### src/design/skc_pkg.sv
// ----------------------------------------------------------------------------
// Shared key cache package
// Request and response types, codes and constants for the shared key cache.
// ----------------------------------------------------------------------------
package skc_pkg;

    localparam int WAYS_DEFAULT  = 4;
    localparam int SETS          = 256;
    localparam int SET_BITS      = 8;
    localparam int SET_SEL_LSB   = 48;
    localparam int KEY_BITS      = 256;
    localparam int META_BITS     = 64;
    localparam int Q_DEPTH       = 2;

    localparam logic [15:0] TIMEOUT_RESET = 16'd600;

    localparam logic CMD_LOOKUP = 1'b0;
    localparam logic CMD_INSERT = 1'b1;

    typedef struct packed {
        logic        cmd;
        logic [63:0] pubkey_w0;
        logic [63:0] pubkey_w1;
        logic [63:0] pubkey_w2;
        logic [63:0] pubkey_w3;
        logic [63:0] fill_w0;
        logic [63:0] fill_w1;
        logic [63:0] fill_w2;
        logic [63:0] fill_w3;
        logic [31:0] now_seconds;
    } req_t;

    typedef struct packed {
        logic        hit;
        logic [1:0]  way_used;
        logic [63:0] key_out_w0;
        logic [63:0] key_out_w1;
        logic [63:0] key_out_w2;
        logic [63:0] key_out_w3;
    } rsp_t;

endpackage

### src/design/skc_front.sv
// ----------------------------------------------------------------------------
// Shared key cache front end
// Accepts requests and holds them in a short queue for the lookup engine.
// ----------------------------------------------------------------------------
module skc_front
    import skc_pkg::*;
(
    input  logic clk,
    input  logic rst_n,
    input  logic push,
    output logic full,
    input  req_t req,
    output logic q_valid,
    output req_t q_data,
    input  logic q_pop
);

    req_t       slot_reg [Q_DEPTH];
    logic       wptr_reg, wptr_next;
    logic       rptr_reg, rptr_next;
    logic [1:0] cnt_reg, cnt_next;
    logic       do_push;
    logic       do_pop;

    assign full    = (cnt_reg == 2'(Q_DEPTH));
    assign q_valid = (cnt_reg != 2'd0);
    assign q_data  = slot_reg[rptr_reg];
    assign do_push = push && !full;
    assign do_pop  = q_pop && q_valid;

    always_comb
    begin
        wptr_next = do_push ? ~wptr_reg : wptr_reg;
        rptr_next = do_pop ? ~rptr_reg : rptr_reg;
        cnt_next  = cnt_reg + 2'(do_push) - 2'(do_pop);
    end

    always_ff @(posedge clk)
    begin
        if (do_push)
        begin
            slot_reg[wptr_reg] <= req;
        end
    end

    always_ff @(posedge clk or negedge rst_n)
    begin
        if (!rst_n)
        begin
            wptr_reg <= 1'b0;
            rptr_reg <= 1'b0;
            cnt_reg  <= 2'd0;
        end
        else
        begin
            wptr_reg <= wptr_next;
            rptr_reg <= rptr_next;
            cnt_reg  <= cnt_next;
        end
    end

endmodule

### config.mk
export PLATFORM = sky130hd
export DESIGN_NAME = skc_front
export DESIGN_NICKNAME = d
export VERILOG_FILES = /design/src/design/skc_pkg.sv /design/src/design/skc_front.sv
export SDC_FILE = /design/constraint.sdc
export NUM_CORES = 1
export LEC_CHECK = 0
export BUFFER_PORTS_ARGS = -buffer_cell sky130_fd_sc_hd__buf_2
export CELL_PAD_IN_SITES_DETAIL_PLACEMENT = 2
export CELL_PAD_IN_SITES_GLOBAL_PLACEMENT = 2
export CORE_AREA = 2 2 422 424
export DETAILED_ROUTE_END_ITERATION = 8
export DIE_AREA = 0 0 424 426
export GPL_TIMING_DRIVEN = 0
export PLACE_DENSITY = 0.62
export SLEW_MARGIN = 20
export SYNTH_ARGS = -nofsm -noshare
export SYNTH_HDL_FRONTEND = slang
export SYNTH_SLANG_ARGS = --single-unit
### constraint.sdc
create_clock -name clk -period 40.5 [get_ports clk]
set_input_delay 2.025 -clock clk [delete_from_list [all_inputs] [get_ports clk]]
set_output_delay 2.025 -clock clk [all_outputs]
set_load 0.01 [all_outputs]
==> Yosys cells after proc, flatten, opt, wreduce, memory -nomap -nowiden <==
Memories as Yosys holds them, arrays and structs flattened.
Index checks and enable logic that the tools add are counted.
{ "op_classes": {"bitwise_logic": 2, "mux": 2, "reduce_logical": 4, "add_sub_neg": 2, "n_eq_ne": 1} }
{ "op_table": {"columns": ["op", "count"], "rows": [
  ["2-bit by 1-bit adder with 2-bit output", 1],
  ["2-bit == test (second input constant)", 1],
  ["1-bit logical AND", 2],
  ["1-bit two-way mux", 2],
  ["1-bit inverter", 2],
  ["2-bit nonzero test", 1],
  ["2-bit by 1-bit subtractor with 2-bit output", 1],
  ["1-bit logical NOT", 1]
]} }
{ "totals": {"ram_bits": 1090, "out_inout_bits": 547, "in_bits": 549, "mem_count": 1, "regBits": 4, "elab_cells": 15} }
{ "memory_table": {"columns": ["name", "depth", "word_bits", "rd", "rd_clocked_by_memory_dff", "wr", "line", "source"], "rows": [
  ["slot_reg", 2, 545, 1, 0, 1, "skc_front.sv:18", "req_t slot_reg [Q_DEPTH];"]
]} }

==> Logic depth before layout (Yosys ltp) <==
Gate-level depths: netlist (run 1).
{ "depth": {"word_depth": 5, "depth_mapped": 7, "depth_no_buf": 7} }

==> Worst setup path before layout (run 1) <==
Ideal clock, no wire load.
{ "synth_path": {"path_type": "input -> register", "startpoint": "in push", "endpoint": "mem slot_reg[0][0] in the netlist's numbering (enable)", "required_ns": 39.034, "stages": 2, "setup_time_ns": 1.466, "n_path_buf": 0, "path_slack_ns": 14.379, "arrival_time_ns": 24.655, "path_cell_list": "nand2_1 -> nor2_1"} }
{ "synth_between": {"elab_chain_len": 3} }
{ "synth_lines": {"columns": ["element", "line", "source"], "rows": [
  ["start: declaration", "skc_front.sv:10", "input logic push,"],
  ["1-bit logical AND", "skc_front.sv:28", "assign do_push = push && !full;"],
  ["1-bit two-way mux", "skc_front.sv:40", "if (do_push)"],
  ["1-bit two-way mux (implied by the code)", "skc_front.sv:42", "slot_reg[wptr_reg] <= req;"],
  ["end: declaration", "skc_front.sv:18", null]
]} }
No other way between the ends.

==> impl_metrics.toml, run 1 <==
[clocking]
cts_tree = "built"
clock_latency_ns = 0.77
cts_resized = 0
h-tree-depth = 3
cts_hold_buffers = 0
clkTransAtPathRegs_ns = 0.06
cts_sinks = 1094
post_cts_buffers = 0
cts_buffers = 121
cts.path.max_buffers = 3
cts_root_buf = "clkbuf_16"

[route]
drt_iter0_markers = 984
drcViolationCount = 0
wire_per_inst_um = 24.09
vias = 21653
detail_route.first_pass.iterations = 4
vias_per_cell = 3.980
routed_wl_um = 131000
ant_nets = 0

[timing]
period_share = 0.1103
slew_violations = 0
setup_viol = 0
clock_skew_ns = 0.05111
holdWs_ns = 0.5307
finalCriticalPeriod_ns = 4.467
rsz0062_at_grt = "false"
fmax_ghz = 0.2239
worstMarginPinSlew_ns = 0.7558
finalHoldViolCount = 0
finalSetupTns_ns = 0
slew_headroom = 0.4949
fin_ws_ns = 36.03

[critical_path]
startpoint = "rptr_reg"
worstPathMaxFanout = 10
start_kind = "register"
crit_required_ns = 38.47
crit_chain = "buf_6 -> buf_6 -> buf_6 -> mux2_2 -> buf_2"
cpPeakStageDelay_ns = 0.44
critPathKind = "register to output pin"
end_kind = "output pin"
slowest_stage = "mux2_2"
r2r_start = "cnt_reg[1]"
crit_top_cell = "buf_6"
arrival_ns = 2.44

[run]
maxCapViolations = 0

[placed_design]
dpl_cell_area_um2 = 49250
place.gp.congestion = 0.8114
post-dp-hpwl_um = 101300
dp_cells = 5193
pre_cts_ws_ns = 35.99
numPortBuffers = 1095

[die]
design.portCount = 1096
fp.dieArea_um2 = 180600
die_h_um = 426
die_w_um = 424
rows = 154
core-area_um2 = 175700
initial_utilization = 0.2262

[cells_and_area]
drive_gt1_frac = 0.6202
fin_area_um2 = 53010
nFillCells = 18119
largest_reg_flops = 1090
finalCoreUtilization = 0.3016
layout.cells.non_filler = 5440
area_growth_pct = 33.33
nets = 3527

[synth]
yosys_warnings = 0
syn-cell-area_um2 = 39760
ys_seq_area_frac = 0.8258
syn_nets = 2265
avgSynthCellArea_um2 = 23.19
synth.distinct_cells = 14
synth_seq_cells = 1094
postSynthCellCount = 1714

[grt]
antenna_found_initial = 63
track_usage = 0.1404
grt_pass1_vias = 23955
grt_pass1_wl_um = 180000
grt_max_degree = 47
grt-ovfl-total = 0

[pwr]
finalPower_mw = 3.957
peakVddDrop_uv = 36.80
power_leakage_nw = 19.28
power.density_nw_per_um2 = 74.66

[status]
outcome = "finished clean"

[worst_hold_path]
min_from = "cnt_reg[0]"
hp-class = "register to register"
-- final cells by class --
type                    instances  area, um2  area share
clock buffers                 152       3144     0.05932
diodes                         25      62.56    0.001180
flip-flops and latches       1094      32830      0.6194
clock inverters                70      545.5     0.01029
well taps                    2340       2928     0.05523
plain buffers                  61      686.9     0.01296
repair buffers               1139       6559      0.1237
inverters                       2      7.507   0.0001416
multi-input cells             557       6242      0.1178
-- power by group --
group / switching (mW) / total [mW] / internal (mW)
Clock: 0.454 / 1.03 / 0.580
Combinational: 0.762 / 1.33 / 0.566
Sequential: 0.0531 / 1.60 / 1.54
Total: 1.27 / 3.96 / 2.69
-- Yosys cell counts (all sizes together) --
cell	count	share of area
edfxtp	1090	0.82
mux2	545	0.15
buf	61	0.017
dfrtp	4	0.0025
xnor2	3	0.00066
ha	2	0.00063
inv	2	0.00019
and2	1	0.00016
and3	1	0.00016
nand2	1	0.000094
nand2b	1	0.00016
nor2	1	0.000094
or2	1	0.00016
xor2	1	0.00022
-- path summary, 6_finish.rpt --
kind / to / slack [ns] / depth (start not counted)
worst max-delay path: q_data[404] / 36.03 / 5
worst min-delay path: cnt_reg[0] / 0.53 / 1
worst max register to register: slot_reg[0][527] / 37.63 / 9
worst min register to register: cnt_reg[0] / 0.53 / 1
max in group asynchronous: rptr_reg / 39.29 / 1
min in group asynchronous: cnt_reg[1] / 1.06 / 1
-- kinds of logic after synthesis --
kind of cell | Yosys count | synth area share
XOR/XNOR | 4 | 0.0008814
multiplexers | 545 | 0.1544
buffers and inverters | 63 | 0.01747
flip-flops | 1094 | 0.8258
adder cells (fa/ha/maj) | 2 | 0.0006293
AND/OR/NAND/NOR | 6 | 0.0008185
-- layout by cell type (no fill, tap or decap), drive strengths merged --
cell type,n
and2,1
and3,1
buf,1200
bufinv,5
clkbuf,152
clkinv,52
clkinvlp,6
dfrtp,4
diode,25
edfxtp,1090
ha,2
inv,9
mux2,545
nand2,1
nand2b,1
nor2,1
or2,1
xnor2,3
xor2,1
-- worst max-delay path: cells and delay by family, from the launching register on --
family	cells	cell delay, ns
mux	1	0.44
flops	1	0.33
buf+inv	4	0.85
-- per-layer routing --
metal	up-vias	share of wire	global-route usage
met4	50	0.042	0.06613
met3	268	0.077	0.05046
met5	-	0.0030	0.003439
met1	11099	0.35	0.1476
li1	9478	-	-
met2	758	0.53	0.2486
Note: power is estimated with default switching activity, not from simulation.
==> run 2, diff against run 1 <==
--- a/config.mk
+++ b/config.mk
@@ -8,11 +8,11 @@
 export BUFFER_PORTS_ARGS = -buffer_cell sky130_fd_sc_hd__buf_2
 export CELL_PAD_IN_SITES_DETAIL_PLACEMENT = 2
 export CELL_PAD_IN_SITES_GLOBAL_PLACEMENT = 2
-export CORE_AREA = 2 2 422 424
+export CORE_AREA = 2 2 430 432
 export DETAILED_ROUTE_END_ITERATION = 8
-export DIE_AREA = 0 0 424 426
+export DIE_AREA = 0 0 432 434
 export GPL_TIMING_DRIVEN = 0
-export PLACE_DENSITY = 0.62
+export PLACE_DENSITY = 0.63
 export SLEW_MARGIN = 20
 export SYNTH_ARGS = -nofsm -noshare
 export SYNTH_HDL_FRONTEND = slang
==> constraint.sdc (replaced) <==
create_clock -name clk -period 3.95 [get_ports clk]
set_input_delay 0.1975 -clock clk [delete_from_list [all_inputs] [get_ports clk]]
set_output_delay 0.1975 -clock clk [all_outputs]
set_load 0.01 [all_outputs]
==> run 2 against run 1 <==
  * Sequential cell count did not move
  * Worst setup slack worse by 35 ns
  * Sequential power increased to 10 times the previous value
  * Worst hold slack worse by 0.37 ns
  * Global-route usage up 1.5 points
==> impl_metrics.toml, run 2 (synthesis results as in run 1) <==
[route]
wire_per_inst_um = 24.86
detail_route.first_pass.iterations = 4
drt_iter0_markers = 991
routed_wl_um = 150000
vias = 24397
vias_per_cell = 4.043
drcViolationCount = 0
ant_nets = 0

[critical_path]
worstPathMaxFanout = 46
crit_chain = "nand2b_1 -> and3_4 -> buf_12 -> buf_12 -> buf_16 -> buf_16"
r2r_slack_ns = 1.17
slowest_stage = "and3_4"
arrival_ns = 3.20
cpPeakStageDelay_ns = 0.61
start_kind = "register"
end_kind = "register"
critPathKind = "register to register"
crit_required_ns = 4.38

[die]
design.portCount = 1096
initial_utilization = 0.2178
die_h_um = 434
fp.dieArea_um2 = 187500
die_w_um = 432
core-area_um2 = 182500
rows = 157

[clocking]
cts_hold_buffers = 549
cts_tree = "built"
cts_sinks = 1094
cts_buffers = 130
clock_latency_ns = 0.76
cts_resized = 0
clkTransAtPathRegs_ns = 0.06
cts.path.max_buffers = 3
h-tree-depth = 4
post_cts_buffers = 0
cts_root_buf = "clkbuf_16"

[placed_design]
post-dp-hpwl_um = 104000
place.gp.congestion = 0.8271
numPortBuffers = 1095
pre_cts_ws_ns = 1.189

[cells_and_area]
drive_gt1_frac = 0.5279
layout_commonest_cell = "buf_2"
nets = 4085
largest_reg_flops = 1090
area_growth_pct = 48.31
final_cell_mix = "buf_2 (1095), edfxtp_1 (1090), dlygate4sd3_1 (549)"
finalCoreUtilization = 0.3231

[timing]
slew_headroom = 0.5930
fin_ws_ns = 1.174
slew_violations = 0
finalCriticalPeriod_ns = 2.776
period_share = 0.7029
clock_skew_ns = 0.02654
fmax_ghz = 0.3602
setup_viol = 0
finalHoldViolCount = 0
rsz0062_at_grt = "false"
holdWs_ns = 0.1601
worstMarginPinSlew_ns = 0.6105

[pwr]
power.density_nw_per_um2 = 726.9
peakVddDrop_uv = 454.8
combPwrFrac = 0.338
p_sw_frac = 0.3292
power_switching_mw = 14.11
power_leakage_nw = 21.76
clkPwrFrac = 0.277
internal_power_mw = 28.75
power_frac_seq = 0.385

[run]
maxCapViolations = 0

[grt]
grt_max_degree = 48
track_usage = 0.1550
grt-ovfl-total = 0
grt_pass1_vias = 27961
antenna_found_initial = 36
grt_pass1_wl_um = 207900

[status]
outcome = "finished clean"

[worst_hold_path]
hp-class = "primary input to register"
[run 2: layer usage]
| metal | share of wire | global-route usage |
|---|---|---|
| met1 | 0.35 | 0.1609 |
| met2 | 0.54 | 0.2826 |
| met3 | 0.065 | 0.04630 |
| met4 | 0.047 | 0.07635 |
| met5 | 0.00053 | 0 |
[run 2: final cells by class]
| cell class | instances | area (um2) |
|---|---|---|
| Inverter | 2 | 7.507 |
| Tap cell | 2385 | 2984 |
| Clock buffer | 161 | 3433 |
| Timing Repair Buffer | 1688 | 12040 |
| Multi-Input combinational cell | 557 | 6245 |
| Fill cell | 18492 | 123500 |
| Sequential cell | 1094 | 32830 |
| Antenna cell | 23 | 57.56 |
| Clock inverter | 63 | 680.7 |
| Buffer | 61 | 686.9 |
[run 2: worst paths after layout]
| check | from | to | cells after the start |
|---|---|---|---|
| min in group asynchronous | rst_n | cnt_reg[1] | 3 |
| max in group asynchronous | rst_n | cnt_reg[0] | 3 |
| worst min-delay path | req[75] | slot_reg[1][75] | 2 |
| worst min register to register | cnt_reg[0] | cnt_reg[0] | 1 |
| worst max-delay path | cnt_reg[1] | slot_reg[1][504] | 6 |
| worst max register to register | cnt_reg[1] | slot_reg[1][504] | 6 |
[run 2: stage by stage]
step           TNS [ns]  instances  cell area (um2)  total power, mW
3_3_place_gp          -       5194            48230            26.69
6_report              0       6034            58960            42.86
3_5_place_dp          0       5238            49300            30.71
5_1_grt               0       6028            58950            44.60
2_1_floorplan  -4748.66       1714            39770            24.08
4_1_cts               0       6011            58910            43.16
[run 2: critical path: cells and delay by family (launching register included)]
family,cells,cell delay (ns)
buffers and inverters,4,1.14
DFF,1,0.41
and+or+nand+nor,2,0.78
[run 2: power groups by stage]
stage               clock network [mW]  registers (mW)  logic, mW
floorplan                            0            17.1       7.02
global placement                     0            15.8       10.9
detailed placement                   0            16.7       14.1
CTS                               12.1            16.4       14.6
global route                      12.6            16.7       15.3
finish                            11.9            16.5       14.5
==> run 3, diff against run 2 <==
--- a/config.mk
+++ b/config.mk
@@ -5,14 +5,15 @@
 export SDC_FILE = /design/constraint.sdc
 export NUM_CORES = 1
 export LEC_CHECK = 0
+export ABC_AREA = 1
 export BUFFER_PORTS_ARGS = -buffer_cell sky130_fd_sc_hd__buf_2
 export CELL_PAD_IN_SITES_DETAIL_PLACEMENT = 2
 export CELL_PAD_IN_SITES_GLOBAL_PLACEMENT = 2
-export CORE_AREA = 2 2 430 432
+export CORE_AREA = 2 2 421 423
 export DETAILED_ROUTE_END_ITERATION = 8
-export DIE_AREA = 0 0 432 434
+export DIE_AREA = 0 0 423 425
 export GPL_TIMING_DRIVEN = 0
-export PLACE_DENSITY = 0.63
+export PLACE_DENSITY = 0.67
 export SLEW_MARGIN = 20
 export SYNTH_ARGS = -nofsm -noshare
 export SYNTH_HDL_FRONTEND = slang
==> constraint.sdc (replaced) <==
create_clock -name clk -period 2.65 [get_ports clk]
set_input_delay 0.1325 -clock clk [delete_from_list [all_inputs] [get_ports clk]]
set_output_delay 0.1325 -clock clk [all_outputs]
set_load 0.01 [all_outputs]
==> run 3 against run 2 <==
  * First-iteration DRC count grew 53%
  * Routed wire length up 19%
  * Critical path depth rose by 1
  * Register-to-register slack lost 1.0 ns
  * Combinational power is 79% higher
==> impl_metrics.toml, run 3 <==
[status]
outcome = "finished clean"

[pwr]
power.density_nw_per_um2 = 1133
peakVddDrop_uv = 645.9
power_leakage_nw = 25.19
finalPower_mw = 68.00

[clocking]
cts_root_buf = "clkbuf_16"
cts_sinks = 1094
h-tree-depth = 4
clock_latency_ns = 0.79
clkTransAtPathRegs_ns = 0.07
cts_tree = "built"
cts.path.max_buffers = 3
cts_buffers = 130

[die]
die_w_um = 423
initial_utilization = 0.2302
design.portCount = 1096
fp.dieArea_um2 = 179800
core-area_um2 = 175300
die_h_um = 425
rows = 154

[critical_path]
slowest_stage = "dfrtp_1"
critPathKind = "register to output pin"
arrival_ns = 2.41
cpPeakStageDelay_ns = 0.37
crit_chain = "buf_6 -> inv_12 -> buf_8 -> buf_6 -> nand2_1 -> nand2_1 -> buf_2"
path_delay_family = "buffers and inverters"
worstPathMaxFanout = 10
crit_required_ns = 2.52
start_kind = "register"
crit_buf_inv = 5
end_kind = "output pin"

[worst_hold_path]
hp-class = "primary input to register"

[cells_and_area]
layout_commonest_cell = "nand2_1"
nets = 5292
largest_reg_flops = 1090
area_growth_pct = 48.66
fin_area_um2 = 60000
finalCoreUtilization = 0.3422
final_cell_mix = "nand2_1 (1630), buf_2 (1101), edfxtp_1 (1090)"
layout.cells.non_filler = 7208
drive_gt1_frac = 0.3053

[grt]
track_usage = 0.1934
grt-ovfl-total = 0
grt_pass1_vias = 35263
grt_pass1_wl_um = 251500
grt_max_degree = 43
antenna_found_initial = 30

[synth]
yosys.area.top_type_share = 0.8110
synthFlopType = "edfxtp_1"
synth-edff-count = 1090
postSynthCellCount = 2879
synth_async_sr_flop_share = 0.003656
syn-cell-area_um2 = 40360
avgSynthCellArea_um2 = 14.02
synth.most_common_cell = "nand2_1"
ys_seq_area_frac = 0.8135
yosys_warnings = 0
synth_common_cells = "nand2_1 (1638), edfxtp_1 (1090), buf_6 (56)"
syn_nets = 3430
synth_area_leaders = "edfxtp_1 (81%), nand2_1 (15%), buf_6 (1.6%)"
synth_top_cell_by_area = "edfxtp_1"
synth_seq_cells = 1094
synth.distinct_cells = 14

[route]
drt_iter0_markers = 1521
vias_per_cell = 4.255
detail_route.first_pass.iterations = 5
routed_wl_um = 179100
ant_nets = 0
wire_per_inst_um = 24.85
drcViolationCount = 0
vias = 30672

[timing]
finalSetupTns_ns = 0
slew_headroom = 0.7857
rsz0062_at_grt = "false"
fmax_ghz = 0.3940
setup_viol = 0
worstMarginPinSlew_ns = 0.3214
fin_ws_ns = 0.1119
holdWs_ns = 0.06631
finalHoldViolCount = 0
period_share = 0.9578
slew_violations = 0
clock_skew_ns = 0.03128
finalCriticalPeriod_ns = 2.538

[placed_design]
pre_cts_ws_ns = -0.5768
numPortBuffers = 1095
post-dp-hpwl_um = 120300
place.gp.congestion = 0.8500
dp_cells = 6368
dpl_cell_area_um2 = 50030

[run]
maxCapViolations = 0
-- run 3: cell types whose count changed after synthesis, moves of 3 or more --
cell and delta:
nand2_2 +10, buf_2 +9, inv_1 +7, xnor2_1 -3
buf_12 +10, nand3_1 +3, buf_6 -5, mux2_2 -545
buf_4 +45, nand2_1 +1637
-- run 3: logic make-up (layout without fill, tap and decap cells) --
kind of cell,count (synthesis),in the layout,synth area share
flops,1094,1094,0.8135
fa+ha+maj,2,2,0.0006199
buf+inv,131,2097,0.03156
simple gates,1652,1652,0.1544
other cells,0,23,0
-- run 3: timing repair --
action	in CTS	in global routing
pin swaps	1	1
setup buffers	4	1
endpoints found under the setup margin	222	132
gates cloned	1	4
gates resized for setup	11	6
endpoints found under the hold margin	1099	0
hold buffers	575	0
-- run 3: layout make-up --
class | count | area (um2)
antenna | 23 | 57.56
buffer | 121 | 1244
clock buffer | 160 | 3472
clock inverter | 76 | 536.8
fill | 18440 | 115300
inverter | 10 | 53.80
multi-input combinational | 1654 | 6287
sequential | 1094 | 32830
tap | 2340 | 2928
timing repair buffer | 1730 | 12590
-- run 3: worst paths after layout --
path	startpoint	to	slack, ns	depth (start not counted)
hold / removal	req[162]	slot_reg[0][162]	0.07	2
min in group asynchronous	rst_n	rptr_reg	0.46	3
hold reg to reg	wptr_reg	wptr_reg	0.49	2
setup reg to reg	cnt_reg[1]	slot_reg[1][46]	0.15	9
setup / recovery	rptr_reg	q_data[298]	0.11	7
max in group asynchronous	rst_n	cnt_reg[0]	1.99	3
-- run 3: per-layer routing --
| metal | GRT usage | vias up | part of all wire |
|---|---|---|---|
| met2 | 0.3462 | 1088 | 0.52 |
| met1 | 0.1998 | 15560 | 0.35 |
| met3 | 0.04823 | 466 | 0.056 |
| li1 | - | 13548 | - |
| met5 | 0 | - | 0.00034 |
| met4 | 0.1292 | 10 | 0.074 |
-- run 3: power by group --
group / total, mW / switching, mW / internal, mW / leakage, nW
Combinational: 25.9 / 17.4 / 8.52 / 13.0
Sequential: 24.6 / 1.10 / 23.5 / 10.2
Clock: 17.4 / 7.69 / 9.74 / 1.97
Total: 68.0 / 26.2 / 41.8 / 25.2
-- run 3: worst reg2reg max path, cell delays in order, from the launching register on --
cell and delay (ns):
dfrtp_1 0.40, nand2_2 0.12, nand2_1 0.13, nor2_4 0.19
buf_12 0.18, buf_16 0.20, buf_16 0.21, buf_12 0.22
buf_16 0.20, buf_12 0.25
